[src/rtl/wtsp_pkg.sv]
package wtsp_pkg;

  localparam int unsigned CoefW  = 32;
  localparam int unsigned PosW   = 32;
  localparam int unsigned ScrW   = 16;
  localparam int unsigned ProdW  = CoefW + PosW;
  localparam int unsigned FracSh = 24;
  localparam int unsigned DotW   = 42;
  localparam int unsigned DenW   = DotW + 1;
  localparam int unsigned NumW   = 62;
  localparam int unsigned MagW   = NumW - 1;
  localparam int unsigned QuoW   = 16;
  localparam int unsigned RemW   = DenW + 1;
  localparam int unsigned NumRegs = 7;
  localparam int unsigned CfgIdxW = 3;
  localparam int unsigned CfgW    = 64;

  localparam logic signed [DotW-1:0] WThreshold = DotW'(66);

  localparam logic [CfgIdxW-1:0] RegRow0A  = 3'd0;
  localparam logic [CfgIdxW-1:0] RegRow0B  = 3'd1;
  localparam logic [CfgIdxW-1:0] RegRow1A  = 3'd2;
  localparam logic [CfgIdxW-1:0] RegRow1B  = 3'd3;
  localparam logic [CfgIdxW-1:0] RegRow3A  = 3'd4;
  localparam logic [CfgIdxW-1:0] RegRow3B  = 3'd5;
  localparam logic [CfgIdxW-1:0] RegScreen = 3'd6;

  typedef logic signed [CoefW-1:0] coef_t;

  // rows: 0 -> clip x, 1 -> clip y, 2 -> depth
  typedef struct packed {
    coef_t [2:0][3:0] m;
    logic [ScrW-1:0]  wd;
    logic [ScrW-1:0]  ht;
  } cfg_t;

  typedef struct packed {
    logic signed [DotW-1:0] w;
    logic signed [DotW-1:0] cx;
    logic signed [DotW-1:0] cy;
  } clip_t;

  typedef struct packed {
    logic            vis;
    logic            neg;
    logic [MagW-1:0] mag;
    logic [DenW-1:0] den;
  } job_t;

endpackage

[src/rtl/wtsp_div.sv]
module wtsp_div import wtsp_pkg::*; (
  input  logic                   clk_i,
  input  logic                   rst_ni,
  input  logic                   en_i,
  input  logic                   valid_i,
  input  job_t                   job_i,
  output logic                   valid_o,
  output logic                   vis_o,
  output logic signed [ScrW-1:0] res_o
);

  typedef struct packed {
    logic            vis;
    logic            neg;
    logic            ovf;
    logic [RemW-1:0] rem;
    logic [QuoW-1:0] low;
    logic [QuoW-1:0] quo;
    logic [DenW-1:0] den;
  } step_t;

  step_t                  st_q [QuoW+1];
  step_t                  st_d [QuoW+1];
  logic [QuoW:0]          v_q;
  logic                   vo_q;
  logic                   vis_q;
  logic signed [ScrW-1:0] res_q;
  logic signed [ScrW-1:0] res_d;
  step_t                  fin;

  always_comb begin
    st_d[0].vis = job_i.vis;
    st_d[0].neg = job_i.neg;
    st_d[0].den = job_i.den;
    st_d[0].ovf = job_i.mag >= MagW'({job_i.den, {QuoW{1'b0}}});
    st_d[0].rem = RemW'(job_i.mag[MagW-1:QuoW]);
    st_d[0].low = job_i.mag[QuoW-1:0];
    st_d[0].quo = '0;
  end

  for (genvar k = 1; k <= QuoW; k++) begin : g_step
    logic [RemW-1:0] t;
    always_comb begin
      t        = {st_q[k-1].rem[RemW-2:0], st_q[k-1].low[QuoW-1]};
      st_d[k]  = st_q[k-1];
      st_d[k].low = {st_q[k-1].low[QuoW-2:0], 1'b0};
      if (t >= RemW'(st_q[k-1].den)) begin
        st_d[k].rem = t - RemW'(st_q[k-1].den);
        st_d[k].quo = {st_q[k-1].quo[QuoW-2:0], 1'b1};
      end else begin
        st_d[k].rem = t;
        st_d[k].quo = {st_q[k-1].quo[QuoW-2:0], 1'b0};
      end
    end
  end

  assign fin = st_q[QuoW];

  always_comb begin
    if (!fin.vis) begin
      res_d = '0;
    end else if (fin.ovf) begin
      res_d = fin.neg ? {1'b1, {(ScrW-1){1'b0}}} : {1'b0, {(ScrW-1){1'b1}}};
    end else if (fin.neg) begin
      if (fin.quo > {1'b1, {(QuoW-1){1'b0}}}) begin
        res_d = {1'b1, {(ScrW-1){1'b0}}};
      end else begin
        res_d = ScrW'(-fin.quo);
      end
    end else if (fin.quo[QuoW-1]) begin
      res_d = {1'b0, {(ScrW-1){1'b1}}};
    end else begin
      res_d = $signed(fin.quo);
    end
  end

  always_ff @(posedge clk_i or negedge rst_ni) begin
    if (!rst_ni) begin
      v_q  <= '0;
      vo_q <= 1'b0;
    end else if (en_i) begin
      v_q  <= {v_q[QuoW-1:0], valid_i};
      vo_q <= v_q[QuoW];
    end
  end

  always_ff @(posedge clk_i) begin
    if (en_i) begin
      for (int k = 0; k <= QuoW; k++) begin
        st_q[k] <= st_d[k];
      end
      vis_q <= fin.vis;
      res_q <= res_d;
    end
  end

  assign valid_o = vo_q;
  assign vis_o   = vis_q;
  assign res_o   = res_q;

endmodule
[config.mk]
export PLATFORM = sky130hd
export DESIGN_NAME = wtsp_div
export DESIGN_NICKNAME = d
export VERILOG_FILES = /design/src/rtl/wtsp_pkg.sv /design/src/rtl/wtsp_div.sv
export SDC_FILE = /design/constraint.sdc
export NUM_CORES = 2
export LEC_CHECK = 0
export BUFFER_PORTS_ARGS = -buffer_cell sky130_fd_sc_hd__buf_2
export CAP_MARGIN = 20
export CORE_UTILIZATION = 55
export CTS_CLUSTER_DIAMETER = 40
export DETAILED_ROUTE_END_ITERATION = 10
export HOLD_SLACK_MARGIN = 0.05
export PLACE_DENSITY_LB_ADDON = 0.08
export SLEW_MARGIN = 20
export SYNTH_ARGS = -nofsm -noshare
export SYNTH_HDL_FRONTEND = slang
export SYNTH_SLANG_ARGS = --single-unit
[constraint.sdc]
create_clock -name clk_i -period 10.3 [get_ports clk_i]
set_clock_uncertainty 0.05 [all_clocks]
set_input_delay 1.545 -clock clk_i [delete_from_list [all_inputs] [get_ports clk_i]]
set_output_delay 1.545 -clock clk_i [all_outputs]
set_load 0.01 [all_outputs]
==> qor.csv <==
stage;metric;value;unit
outcome;status;finished, final reports clean;
critical_path;worstPathMaxFanout;51;
clock_network;clkLatencyLatePin;920;ps
synthesis;synth_top_cell_area_share;0.520;
timing;setup_ws;5250;ps
synthesis;synthCells;8886;
finish;drive_gt1_frac;0.109;
placement;portBuffers;127;
clock_network;cts_hold_buf;0;
route;vias;66930;
die;design.core.area;179000;um2
clock_network;htree_levels;5;
clock_network;cts_resized;0;
power;power_switching;13.6;mW
synthesis;synth_fp_nets;9743;
finish;nets;9964;
placement;routabilityCongestion;0.979;
timing;timing.setup.tns;0;ps
timing;rsz0062_at_grt;false;
min_path;hold_class;register to register;
global_routing;grtUsageTotal;0.245;
die;fp.dieW;426;um
synthesis;ys_seq_area_frac;0.525;
power;pwr-share-clk;0.265;
timing;slew_headroom;0.259;
min_path;min_path_cells;0;
synthesis;yosysWarnings;0;
critical_path;cp_top_family;compound AO/OA/AOI/OAI gates;
route;drt_iter0_drc;3741;
power;comb_power_share;0.429;
timing;clock.fmax;198;MHz
timing;finalCriticalPeriod;5050;ps
clock_network;cts.sinks;1734;
global_routing;grt_max_degree;195;
critical_path;crit_arrival;5690;ps
critical_path;reg2reg_from;st_q[0][610]$_DFFE_PP_;
placement;dp_hpwl;170000;um
timing;hold_viol;0;
timing;finalCritPeriodShare;0.490;
global_routing;antenna_found_initial;3;
die;fp.dieArea;182000;um2
die;initial_core_util;0.555;
clock_network;path_clk_slew;60;ps
route;drc;0;
power;switching_share;0.367;
route;drt-total-wl;225000;um
critical_path;slowest_delay;560;ps
placement;post-place-ws;5340;ps
critical_path;r2r-end;st_q[0][839]$_DFFE_PP_;
critical_path;crit_path_end_kind;register;
synthesis;ys_seq_elements;1734;
finish;stdcell_area;112000;um2
route;drt_pass1_iterations;5;
clock_network;cts_setup_buffers;0;
global_routing;grt_overflow_total;0;
power;power.density;330;nW/um2
timing;finalSetupViolations;0;
critical_path;reg2reg_depth;15;
power;sequentialPowerShare;0.305;
synthesis;synthFlopType;edfxtp_1;
synthesis;ys_top_cells_by_area;edfxtp_1 52%, ha_1 9.2%, a21oi_1 4.3%, inv_1 3.4%, a21o_1 3.4%;
finish;fillers;13966;
critical_path;crit_buf_inv;3;
critical_path;crit_chain;ha_1, fa_1, inv_1, a21o_1, a221o_1, a21oi_1, o21ai_1, a21o_1, a211oi_1, o41ai_2, nand2_1, a211oi_4, buf_4, inv_1, o41ai_1;
route;via_per_inst;5.72;
power;internal-power;23.4;mW
power;power.leakage;46.9;nW
run;maxCapViolCount;0;
die;dieHeight;426;um
min_path;hp-start;st_q[0][1632]$_DFFE_PP_;
global_routing;grt_pass1_vias;68653;
synthesis;syn_area_per_cell;11.1;um2
synthesis;ys_async_sr_fraction;0.0104;
clock_network;cts_tree;done;
finish;utilization;0.628;
synthesis;synth_cell_types;113;
global_routing;grt_pass1_wl;353000;um
route;avgRoutedWirePerCell;19.3;um
critical_path;setup.worst_path.class;register to register;
critical_path;rrSetupSlack;5250;ps
die;placementRows;155;
power;finalPower;37.0;mW
critical_path;slowest_stage;buf_4;
timing;slew_viol_final;0;
placement;place_area;102000;um2
min_path;hold_end;st_q[0][1755]$_DFFE_PP_;
clock_network;ctsRootBufferMaster;clkbuf_16;
timing;tightest_slew;1100;ps
clock_network;cts_buffer_depth;4;
route;antenna_left;0;
clock_network;cts_made_buffers;310;
synthesis;synth_edf_count;1716;
synthesis;syn_area;99100;um2
die;io_pins;128;
critical_path;crit_path_start_kind;register;
critical_path;critical_path_required;10940;ps
synthesis;synth_top_area_cell;edfxtp_1;
power;vdd_drop_max;0.185;mV
finish;area_growth;13.1;%
-- worst max-delay path by stage --
| stage | from | end | depth (start not counted) |
|---|---|---|---|
| after CTS | st_q[0][610]$_DFFE_PP_ | st_q[0][839]$_DFFE_PP_ | 15 |
| after floorplan | job_i[6] | st_q[0][119]$_DFFE_PP_ | 13 |
| after global routing | st_q[0][610]$_DFFE_PP_ | st_q[0][839]$_DFFE_PP_ | 15 |
| final | st_q[0][610]$_DFFE_PP_ | st_q[0][839]$_DFFE_PP_ | 15 |
| after global placement | st_q[0][0]$_DFFE_PP_ | st_q[0][221]$_DFFE_PP_ | 15 |
| after detailed placement | st_q[0][1708]$_DFFE_PP_ | st_q[0][1912]$_DFFE_PP_ | 14 |
-- registers in the layout, summed over array words and instances (netlist names) --
| name | flops |
|---|---|
| res_o | 16 |
| v_q | 17 |
| valid_o | 1 |
| st_q | 1699 |
| vis_o | 1 |
-- synth_stat cells, types with 87 or more instances --
| master | n |
|---|---|
| nand4_1 | 163 |
| nor3_1 | 87 |
| edfxtp_1 | 1716 |
| a21o_1 | 449 |
| nand2_1 | 562 |
| o21bai_1 | 110 |
| nor2_1 | 529 |
| inv_1 | 906 |
| nor2b_1 | 113 |
| a21oi_1 | 846 |
| xor2_1 | 253 |
| clkbuf_1 | 171 |
| nand2b_1 | 91 |
| o21ai_0 | 452 |
| ha_1 | 732 |
| xnor2_1 | 314 |
| nand3_1 | 123 |
| mux2_2 | 210 |
-- final cells by class --
class                      count  area [um2]  share of cell area
antenna                        8        20.0            0.000179
clock inverter               211        2130              0.0190
multi-input combinational   5984       42600               0.380
tap                         2355        2950              0.0263
clock buffer                 335        7980              0.0712
sequential                  1734       52000               0.464
inverter                     908        3410              0.0304
timing repair buffer         169        1070             0.00951
-- worst reg2reg max path, cell delays in order, from the launching register on --
cell	delay, ps
edfxtp_1	440
ha_1	270
fa_1	420
inv_1	70
a21o_1	130
a221o_1	150
a21oi_1	110
o21ai_1	490
a21o_1	290
a211oi_1	250
o41ai_2	430
nand2_1	170
a211oi_4	220
buf_4	560
inv_1	320
o41ai_1	440
-- metal layers --
metal | share of wire | global-route usage | vias up | wire length (um)
met5 | 0 | 0 | - | 0
met3 | 0.031 | 0.0302 | 765 | 6960
li1 | - | - | 33098 | -
met1 | 0.36 | 0.237 | 31397 | 80700
met4 | 0.072 | 0.174 | 0 | 16300
met2 | 0.54 | 0.476 | 1670 | 121000
-- stage by stage --
step	hold WS, ps	cells
after floorplan	350	8886
after global placement	350	11150
after detailed placement	355	11150
after CTS	360	11696
after global routing	362	11703
final	357	11704
-- logic make-up after synthesis --
kind of cell	Yosys count	synth area share
DFF	1734	0.525
AOI/OAI and AO/OA	2480	0.158
adders and majority gates	747	0.0955
muxes	279	0.0329
xor gates and xnor gates	567	0.0501
and+or+nand+nor	1911	0.0919
buffers and inverters	1168	0.0471
-- power groups by stage --
| stage | logic, mW | registers [mW] | clock network [mW] |
|---|---|---|---|
| after detailed placement | 15.6 | 11.4 | 0 |
| after floorplan | 12.3 | 11.0 | 0 |
| after global placement | 15.4 | 11.4 | 0 |
| after CTS | 15.8 | 11.3 | 10.0 |
| final | 15.9 | 11.3 | 9.82 |
| after global routing | 17.5 | 11.5 | 10.3 |
-- layout by cell type (no fill, tap or decap), types with 253 or more instances in the layout --
master     count
a21o_1       449
xor2_1       253
nand2_1      562
o21ai_0      452
ha_1         732
inv_1        906
nor2_1       529
edfxtp_1    1716
clkbuf_16    316
a21oi_1      845
xnor2_1      314
Power figures use the tool's default switching activity.
